<file path="config.mk">
export PLATFORM = sky130hd
export DESIGN_NAME = periodic_tx_scheduler_unit
export DESIGN_NICKNAME = d
export VERILOG_FILES = /design/src/ptx_pkg.sv /design/src/ptx_slot.sv /design/src/ptx_send_queue.sv /design/src/ptx_mailbox_alloc.sv /design/src/periodic_tx_scheduler_unit.sv
export SDC_FILE = /design/constraint.sdc
export NUM_CORES = 1
export LEC_CHECK = 0
export BUFFER_PORTS_ARGS = -buffer_cell sky130_fd_sc_hd__buf_2
export CELL_PAD_IN_SITES_DETAIL_PLACEMENT = 2
export CELL_PAD_IN_SITES_GLOBAL_PLACEMENT = 2
export CORE_MARGIN = 2
export CORE_UTILIZATION = 38
export CTS_CLUSTER_DIAMETER = 50
export DETAILED_ROUTE_END_ITERATION = 10
export PLACE_DENSITY = 0.87
export SLEW_MARGIN = 20
export SYNTH_ARGS = -nofsm -noshare
export SYNTH_HDL_FRONTEND = slang
export SYNTH_SLANG_ARGS = --single-unit
</file>
<file path="constraint.sdc">
create_clock -name clk -period 6.8 [get_ports clk]
set_input_delay 1.02 -clock clk [delete_from_list [all_inputs] [get_ports clk]]
set_output_delay 1.02 -clock clk [all_outputs]
set_load 0.03 [all_outputs]
</file>
<file path="src/ptx_pkg.sv">
// Shared types and constants for the periodic transmit scheduler.
// Used by every module under src; no dependencies of its own.
package ptx_pkg;

  localparam int NUM_SLOTS     = 2;
  localparam int QUEUE_DEPTH   = 10;
  localparam int NUM_MAILBOXES = 3;

  localparam int PERIOD_W = 16;
  localparam int MASK_W   = 3;
  localparam int MBOX_W   = 2;
  localparam int QIDX_W   = (QUEUE_DEPTH > 1) ? $clog2(QUEUE_DEPTH) : 1;
  localparam int QCNT_W   = $clog2(QUEUE_DEPTH + 1);
  localparam int QSUM_W   = QCNT_W + 1;

  localparam int CFG_INDEX_W = 8;
  localparam int IN_DATA_W   = 8;
  localparam int OUT_DATA_W  = 16;

  // Configuration register indexes
  localparam logic [CFG_INDEX_W-1:0] CFG_PERIOD_A = CFG_INDEX_W'(0);
  localparam logic [CFG_INDEX_W-1:0] CFG_PERIOD_B = CFG_INDEX_W'(1);

  // Input word kinds
  localparam logic KIND_TICK    = 1'b0;
  localparam logic KIND_SERVICE = 1'b1;

  // Per-slot tick control from the walk
  typedef struct packed {
    logic visit;
    logic room;
  } slot_ctl_t;

  // Per-slot tick outcome
  typedef struct packed {
    logic push;
    logic stop;
  } slot_req_t;

  // Result word, last field in the lowest bits
  typedef struct packed {
    logic [QCNT_W-1:0] queue_level;
    logic              dropped;
    logic              message_slot;
    logic [MBOX_W-1:0] mbox_index;
    logic              assigned;
  } result_t;

  localparam int RESULT_W = $bits(result_t);

endpackage

</file>
<file path="src/ptx_slot.sv">
// One periodic slot: period register, countdown and pending flag.
// Depends on ptx_pkg.
module ptx_slot (
  input  logic                          clk,
  input  logic                          rst,
  input  logic                          load,
  input  logic [ptx_pkg::PERIOD_W-1:0]  load_value,
  input  logic                          tick,
  input  ptx_pkg::slot_ctl_t            ctl,
  output ptx_pkg::slot_req_t            req
);

  logic [ptx_pkg::PERIOD_W-1:0] period;
  logic [ptx_pkg::PERIOD_W-1:0] countdown;
  logic                         pending;

  logic enabled;
  logic expired;
  logic pend_mid;
  logic active;

  assign enabled  = (period != '0);
  assign expired  = (countdown == '0);
  assign pend_mid = pending | expired;
  assign active   = tick & ctl.visit & enabled;

  assign req.push = active & pend_mid & ctl.room;
  assign req.stop = active & pend_mid & ~ctl.room;

  always_ff @(posedge clk) begin
    if (rst) begin
      period    <= '0;
      countdown <= '0;
      pending   <= 1'b0;
    end else if (load) begin
      period    <= load_value;
      countdown <= load_value;
    end else if (active) begin
      countdown <= expired ? period : countdown - 1'b1;
      // keep pending while the queue has no room
      pending   <= pend_mid & ~ctl.room;
    end
  end

endmodule

</file>
<file path="src/ptx_send_queue.sv">
// Send queue: ring of slot indexes with head pointer and fill count.
// Takes up to one push per slot on a tick, one pop on a service word. Depends on ptx_pkg.
module ptx_send_queue (
  input  logic                        clk,
  input  logic                        rst,
  input  logic                        push_a,
  input  logic                        push_b,
  input  logic                        pop,
  output logic [ptx_pkg::QCNT_W-1:0]  level,
  output logic [ptx_pkg::QCNT_W-1:0]  level_next,
  output logic                        nonempty,
  output logic                        head_slot
);

  logic                        mem [ptx_pkg::QUEUE_DEPTH];
  logic [ptx_pkg::QIDX_W-1:0]  head;
  logic [ptx_pkg::QCNT_W-1:0]  count;

  logic [ptx_pkg::QIDX_W-1:0]  tail_a;
  logic [ptx_pkg::QIDX_W-1:0]  tail_b;
  logic                        do_pop;

  function automatic logic [ptx_pkg::QIDX_W-1:0] wrap(input logic [ptx_pkg::QSUM_W-1:0] x);
    logic [ptx_pkg::QSUM_W-1:0] r;
    r = (x >= ptx_pkg::QSUM_W'(ptx_pkg::QUEUE_DEPTH)) ?
        x - ptx_pkg::QSUM_W'(ptx_pkg::QUEUE_DEPTH) : x;
    return r[ptx_pkg::QIDX_W-1:0];
  endfunction

  assign tail_a = wrap(ptx_pkg::QSUM_W'(head) + ptx_pkg::QSUM_W'(count));
  assign tail_b = wrap(ptx_pkg::QSUM_W'(head) + ptx_pkg::QSUM_W'(count)
                       + ptx_pkg::QSUM_W'(push_a));

  assign nonempty  = (count != '0);
  assign do_pop    = pop & nonempty;
  assign head_slot = nonempty ? mem[head] : 1'b0;
  assign level     = count;
  assign level_next = count + ptx_pkg::QCNT_W'(push_a) + ptx_pkg::QCNT_W'(push_b)
                      - ptx_pkg::QCNT_W'(do_pop);

  always_ff @(posedge clk) begin
    if (push_a) begin
      mem[tail_a] <= 1'b0;
    end
    if (push_b) begin
      mem[tail_b] <= 1'b1;
    end
  end

  always_ff @(posedge clk) begin
    if (rst) begin
      head  <= '0;
      count <= '0;
    end else begin
      count <= level_next;
      if (do_pop) begin
        head <= (head == ptx_pkg::QIDX_W'(ptx_pkg::QUEUE_DEPTH - 1)) ? '0 : head + 1'b1;
      end
    end
  end

endmodule

</file>
<file path="src/ptx_mailbox_alloc.sv">
// Mailbox busy flags: free by done mask, then load the lowest free mailbox.
// Depends on ptx_pkg.
module ptx_mailbox_alloc (
  input  logic                        clk,
  input  logic                        rst,
  input  logic                        service,
  input  logic [ptx_pkg::MASK_W-1:0]  done_mask,
  input  logic                        take,
  output logic                        assigned,
  output logic [ptx_pkg::MBOX_W-1:0]  mbox_index
);

  logic [ptx_pkg::NUM_MAILBOXES-1:0] busy;
  logic [ptx_pkg::NUM_MAILBOXES-1:0] freed;
  logic [ptx_pkg::NUM_MAILBOXES-1:0] busy_next;
  logic                              any_free;
  logic [ptx_pkg::MBOX_W-1:0]        pick;

  always_comb begin
    for (int i = 0; i < ptx_pkg::NUM_MAILBOXES; i++) begin
      // mask bits beyond the mailbox count are ignored
      if (i < ptx_pkg::MASK_W) begin
        freed[i] = busy[i] & ~done_mask[i];
      end else begin
        freed[i] = busy[i];
      end
    end
    any_free = 1'b0;
    pick     = '0;
    for (int i = ptx_pkg::NUM_MAILBOXES - 1; i >= 0; i--) begin
      if (!freed[i]) begin
        any_free = 1'b1;
        pick     = ptx_pkg::MBOX_W'(i);
      end
    end
    busy_next = freed;
    if (take && any_free) begin
      busy_next[pick] = 1'b1;
    end
  end

  assign assigned   = take & any_free;
  assign mbox_index = assigned ? pick : '0;

  always_ff @(posedge clk) begin
    if (rst) begin
      busy <= '0;
    end else if (service) begin
      busy <= busy_next;
    end
  end

endmodule

</file>
<file path="src/periodic_tx_scheduler_unit.sv">
// Top level of the periodic transmit scheduler: stream ports, slot walk, result register.
// Depends on ptx_pkg, ptx_slot, ptx_send_queue, ptx_mailbox_alloc.
//
//   channel   | dir | handshake              | payload
//   ----------+-----+------------------------+------------------------------------------
//   s_axis    | in  | s_axis_tvalid/tready   | tdata: tx_done_mask; tuser: kind
//   m_axis    | out | m_axis_tvalid/tready   | tdata: assigned, mailbox, message_slot,
//             |     |                        |        dropped, queue_level
//   cfg       | in  | cfg_valid/cfg_ready    | cfg_index, cfg_data (period registers)
//
// One word per cycle unless the output register stalls: the whole tick walk or service
// step is applied to the slot, queue and mailbox state in the cycle the word is accepted,
// and its result is loaded into the output register with that update. Input is taken
// whenever the output register is empty or being drained. Reset is synchronous and
// clears all control state at once; queue entries need no clearing. cfg is always ready.
module periodic_tx_scheduler_unit (
  input  logic                              clk,
  input  logic                              rst,
  input  logic                              s_axis_tvalid,
  output logic                              s_axis_tready,
  input  logic [ptx_pkg::IN_DATA_W-1:0]     s_axis_tdata,  // [2:0] tx_done_mask
  input  logic                              s_axis_tuser,  // [0] kind
  output logic                              m_axis_tvalid,
  input  logic                              m_axis_tready,
  // [0] assigned, [2:1] mailbox, [3] message_slot, [4] dropped, [8:5] queue_level
  output logic [ptx_pkg::OUT_DATA_W-1:0]    m_axis_tdata,
  input  logic                              cfg_valid,
  output logic                              cfg_ready,
  input  logic [ptx_pkg::CFG_INDEX_W-1:0]   cfg_index,
  input  logic [ptx_pkg::PERIOD_W-1:0]      cfg_data
);

  logic accept;
  logic tick;
  logic service;
  logic cfg_write;

  ptx_pkg::slot_ctl_t ctl_a;
  ptx_pkg::slot_ctl_t ctl_b;
  ptx_pkg::slot_req_t req_a;
  ptx_pkg::slot_req_t req_b;

  logic [ptx_pkg::QCNT_W-1:0] level;
  logic [ptx_pkg::QCNT_W-1:0] level_next;
  logic                       nonempty;
  logic                       head_slot;
  logic                       assigned;
  logic [ptx_pkg::MBOX_W-1:0] mbox_index;

  ptx_pkg::result_t result;
  ptx_pkg::result_t result_reg;
  logic             out_valid;

  assign s_axis_tready = ~out_valid | m_axis_tready;
  assign accept        = s_axis_tvalid & s_axis_tready;
  assign tick          = accept & (s_axis_tuser == ptx_pkg::KIND_TICK);
  assign service       = accept & (s_axis_tuser == ptx_pkg::KIND_SERVICE);
  assign cfg_ready     = 1'b1;
  assign cfg_write     = cfg_valid & cfg_ready;

  // Walk slot 0 then slot 1; a full queue on a pending slot stops the walk.
  assign ctl_a.visit = 1'b1;
  assign ctl_a.room  = (level < ptx_pkg::QCNT_W'(ptx_pkg::QUEUE_DEPTH));
  assign ctl_b.visit = ~req_a.stop;
  assign ctl_b.room  = ((ptx_pkg::QSUM_W'(level) + ptx_pkg::QSUM_W'(req_a.push))
                        < ptx_pkg::QSUM_W'(ptx_pkg::QUEUE_DEPTH));

  ptx_slot u_slot_a (
    .clk        (clk),
    .rst        (rst),
    .load       (cfg_write && cfg_index == ptx_pkg::CFG_PERIOD_A),
    .load_value (cfg_data),
    .tick       (tick),
    .ctl        (ctl_a),
    .req        (req_a)
  );

  ptx_slot u_slot_b (
    .clk        (clk),
    .rst        (rst),
    .load       (cfg_write && cfg_index == ptx_pkg::CFG_PERIOD_B),
    .load_value (cfg_data),
    .tick       (tick),
    .ctl        (ctl_b),
    .req        (req_b)
  );

  ptx_send_queue u_queue (
    .clk        (clk),
    .rst        (rst),
    .push_a     (req_a.push),
    .push_b     (req_b.push),
    .pop        (service),
    .level      (level),
    .level_next (level_next),
    .nonempty   (nonempty),
    .head_slot  (head_slot)
  );

  ptx_mailbox_alloc u_mbox (
    .clk        (clk),
    .rst        (rst),
    .service    (service),
    .done_mask  (s_axis_tdata[ptx_pkg::MASK_W-1:0]),
    .take       (service & nonempty),
    .assigned   (assigned),
    .mbox_index (mbox_index)
  );

  always_comb begin
    result.assigned     = assigned;
    result.mbox_index   = mbox_index;
    result.message_slot = service & head_slot;
    result.dropped      = service & nonempty & ~assigned;
    result.queue_level  = level_next;
  end

  always_ff @(posedge clk) begin
    if (rst) begin
      out_valid <= 1'b0;
    end else if (accept) begin
      out_valid <= 1'b1;
    end else if (m_axis_tready) begin
      out_valid <= 1'b0;
    end
  end

  always_ff @(posedge clk) begin
    if (accept) begin
      result_reg <= result;
    end
  end

  assign m_axis_tvalid = out_valid;
  assign m_axis_tdata  = {{(ptx_pkg::OUT_DATA_W - ptx_pkg::RESULT_W){1'b0}}, result_reg};

  a_level_bound : assert property (@(posedge clk) disable iff (rst)
    out_valid |-> result_reg.queue_level <= ptx_pkg::QCNT_W'(ptx_pkg::QUEUE_DEPTH))
    else $error("queue level above depth");

  a_assign_xor_drop : assert property (@(posedge clk) disable iff (rst)
    out_valid |-> !(result_reg.assigned && result_reg.dropped))
    else $error("word both assigned and dropped");

  a_tick_no_pop : assert property (@(posedge clk) disable iff (rst)
    tick |=> !result_reg.assigned && !result_reg.dropped && !result_reg.message_slot)
    else $error("tick dequeued a message");

  a_tick_level_grows : assert property (@(posedge clk) disable iff (rst)
    tick |=> result_reg.queue_level >= $past(level))
    else $error("tick lowered queue level");

endmodule

</file>
==> flow_summary.toml <==
[global_route]
grt_pass1_vias = 6046
grt_pass1_wl_um = 33500
grt_max_degree = 79
antenna_found_initial = 0
grt_usage_pct = 26.5
grt.overflow.total = 0

[pwr]
p_total_mw = 1.67
p_leak_nw = 2.40
powerDensity_mw_per_mm2 = 264
peakVddDrop_mv = 0.122

[cts]
clockRootBuffer = "clkbuf_16"
ctsResizeCount = 0
cts_sinks = 101
cts_hold_buf = 0
htreeDepth = 3
clock_latency_ps = 360
clk_pin_slew_ps = 70
post_cts_buffers = 0
clock_path_buffers = 2
cts_made_buffers = 9
cts_tree = "done"

[worst_setup_path]
cp-end-kind = "flip-flop"
cp_cell_sequence = "buf_2 > nand2b_1 > nor3b_2 > and2_1 > nand3_4 > nor2_1 > ha_1 > inv_1 > a21oi_1 > o211a_1 > nand2_1 > ha_1 > fa_1 > fa_1 > xnor2_1 > nor2b_1"
crit_arrival_ps = 4890
crit_type = "in2reg"
worst_setup_path_start_kind = "input pin"
cp.required_ps = 7080
worstPathMaxFanout = 12
slowest_delay_ps = 470
path_buf_inv = 2
critPathTopFamily = "simple AND/OR/NAND/NOR gates"
cp_slowest_cell = "nor3b_2"

[floorplanning]
initial_core_util_pct = 39.0
die_x_um = 126
pin_count = 57
die_h_um = 126
core_mm2 = 0.0145
std_cell_rows = 44
die-area_mm2 = 0.0159

[timing]
period_share_pct = 67.9
slew_violations = 0
fmax_ghz = 0.217
fin_skew_ps = 10.6
relSlewSlack_pct = 37.4
fin_hold_ws_ps = 456
layout_min_cycle_time_ps = 4620
setup_viol = 0
final-hold-violation-count = 0
worstMarginPinSlew_ps = 939
worst_slack_ps = 2180
setup-tns-final_ps = 0
rsz0062_at_grt = "no"

[routing]
routedWlPerCell_um = 22.5
vias = 5497
remaining_drc_errors = 0
drtAntennaViolNets = 0
dr.pass1.iters = 4
drt_iter0_markers = 364
postRouteWirelength_um = 20600
vias_per_cell = 5.99

[place]
gp_congestion = 0.824
portBuffers = 43
dp.cells = 901
hpwlAfterDp_um = 13800
post-place-ws_ps = 1910

[logic_synthesis]
synth-compound-area-share_pct = 23.6
synth.largest_area_cell = "dfxtp_1"
synth_xor_area_share_pct = 2.56
ys_types = 71
synth.area.top_cells = "dfxtp_1 32%, nand2_1 7.7%, a21oi_1 6.6%, edfxtp_1 4.8%, ha_1 4.2%"
synth-async-reset-ratio_pct = 0
synth_seq_cells = 101
synth-adder-area-share_pct = 5.25
synth_mux_area_share_pct = 1.68
synth_edf_count = 9
synth.yosys.seq_area_share_pct = 37.2
ys_warn_count = 0
synth_top_family_by_area = "simple AND/OR/NAND/NOR gates"
synthCells = 705
yosys.area_share.simple_pct = 24.0
synth_area_mm2 = 0.00567
synthFlopType = "dfxtp_1"
yosysTopAreaCellShare_pct = 32.5
syn_area_per_cell_um2 = 8.04

[cells_and_area]
antenna_cells = 0
num-nets-final = 788
drive_gt1_share_pct = 11.5
area_growth_pct = 11.3
fin_cells = 917

[run]
maxCapViolCount = 0

[min_path]
min_path_type = "reg2reg"

[outcome]
status = "complete, no violations"
-- where the power goes --
group          switching (mW)  internal (mW)  leakage, nW  total, mW
Combinational           0.275          0.144         1.40      0.420
Clock                   0.242          0.342        0.163      0.584
Sequential             0.0292          0.634        0.833      0.664
-- synthesized netlist by cell type (all sizes together), types with 8 or more instances --
cell type / number
edfxtp: 9
or3: 10
nor3: 21
xnor2: 9
a21oi: 75
clkbuf: 29
nand3: 13
inv: 28
buf: 14
ha: 19
a31oi: 9
nor4: 15
nand2: 116
nor2: 60
a211oi: 15
o21ai: 28
dfxtp: 92
nor2b: 10
o21a: 8
-- logic make-up after synthesis --
kind of cell               count (synthesis)
buffers and inverters                     73
other                                      2
adders and majority gates                 22
AOI/OAI and AO/OA                        199
DFF                                      101
and+or+nand+nor                          286
muxes                                      7
xor gates and xnor gates                  15
-- per-layer routing --
layer | wire, um | track usage, %
met5 | 0 | 0
met4 | 580 | 9.76
met3 | 626 | 3.74
met2 | 10500 | 47.1
met1 | 8860 | 32.5
-- flip-flops by register name (all words and copies together) (netlist names), 3 cells and up, named ones only --
name and flops:
m_axis_tdata 9, u_mbox.busy 3, u_queue.head 4, u_queue.level 4, u_queue.mem 10, u_slot_a.countdown 16, u_slot_a.period 16, u_slot_b.countdown 16
u_slot_b.period 16
-- metrics by stage --
step           utilization (%)  instance area (um2)
2_1_floorplan                -                 5690
3_3_place_gp              41.2                 5980
3_5_place_dp              41.2                 5980
4_1_cts                   43.4                 6310
5_1_grt                   43.4                 6310
6_report                  43.4                 6310
-- worst paths after layout --
path | cells after the start | startpoint | endpoint | slack [ps]
worst max-delay path | 16 | m_axis_tready | u_queue.level[2]$_SDFF_PP0_ | 2180
worst min-delay path | 2 | u_mbox.busy[1]$_SDFFE_PP0P_ | u_mbox.busy[1]$_SDFFE_PP0P_ | 460
worst max register to register | 15 | u_slot_a.countdown[2]$_SDFFE_PP0P_ | u_queue.level[2]$_SDFF_PP0_ | 2270
worst min register to register | 2 | u_mbox.busy[1]$_SDFFE_PP0P_ | u_mbox.busy[1]$_SDFFE_PP0P_ | 460
-- placed cells by master (no fill, tap or decap), types with 6 or more instances in the layout --
| cell type | count |
|---|---|
| nor4_1 | 15 |
| clkbuf_16 | 9 |
| dfxtp_1 | 92 |
| ha_1 | 19 |
| buf_2 | 43 |
| nand4_1 | 7 |
| edfxtp_1 | 9 |
| xnor2_1 | 9 |
| a211oi_1 | 15 |
| buf_4 | 6 |
| o211ai_1 | 7 |
| nor2_1 | 60 |
| a31oi_1 | 9 |
| conb_1 | 8 |
| o21ai_0 | 27 |
| nand2_1 | 115 |
| o22ai_1 | 6 |
| inv_1 | 28 |
| nor3_1 | 21 |
| or3_1 | 9 |
| a21oi_1 | 75 |
| o21a_1 | 8 |
| nand3_1 | 12 |
| nor2b_1 | 10 |
| nand2b_1 | 6 |
-- final cells by class --
| cell class | count | area (um2) |
|---|---|---|
| clock buffer | 12 | 256 |
| clock inverter | 4 | 70.1 |
| fill | 1670 | 8220 |
| inverter | 30 | 113 |
| multi-input combinational | 537 | 3270 |
| sequential | 101 | 2110 |
| tap | 184 | 230 |
| timing repair buffer | 49 | 260 |
-- tightest hold or removal path: cells and delay by family (launching register included) --
kind            cells  cell delay (ps)
flops               1              310
compound gates      1               50
simple gates        1               50
Note: power is estimated with default switching activity, not from simulation.
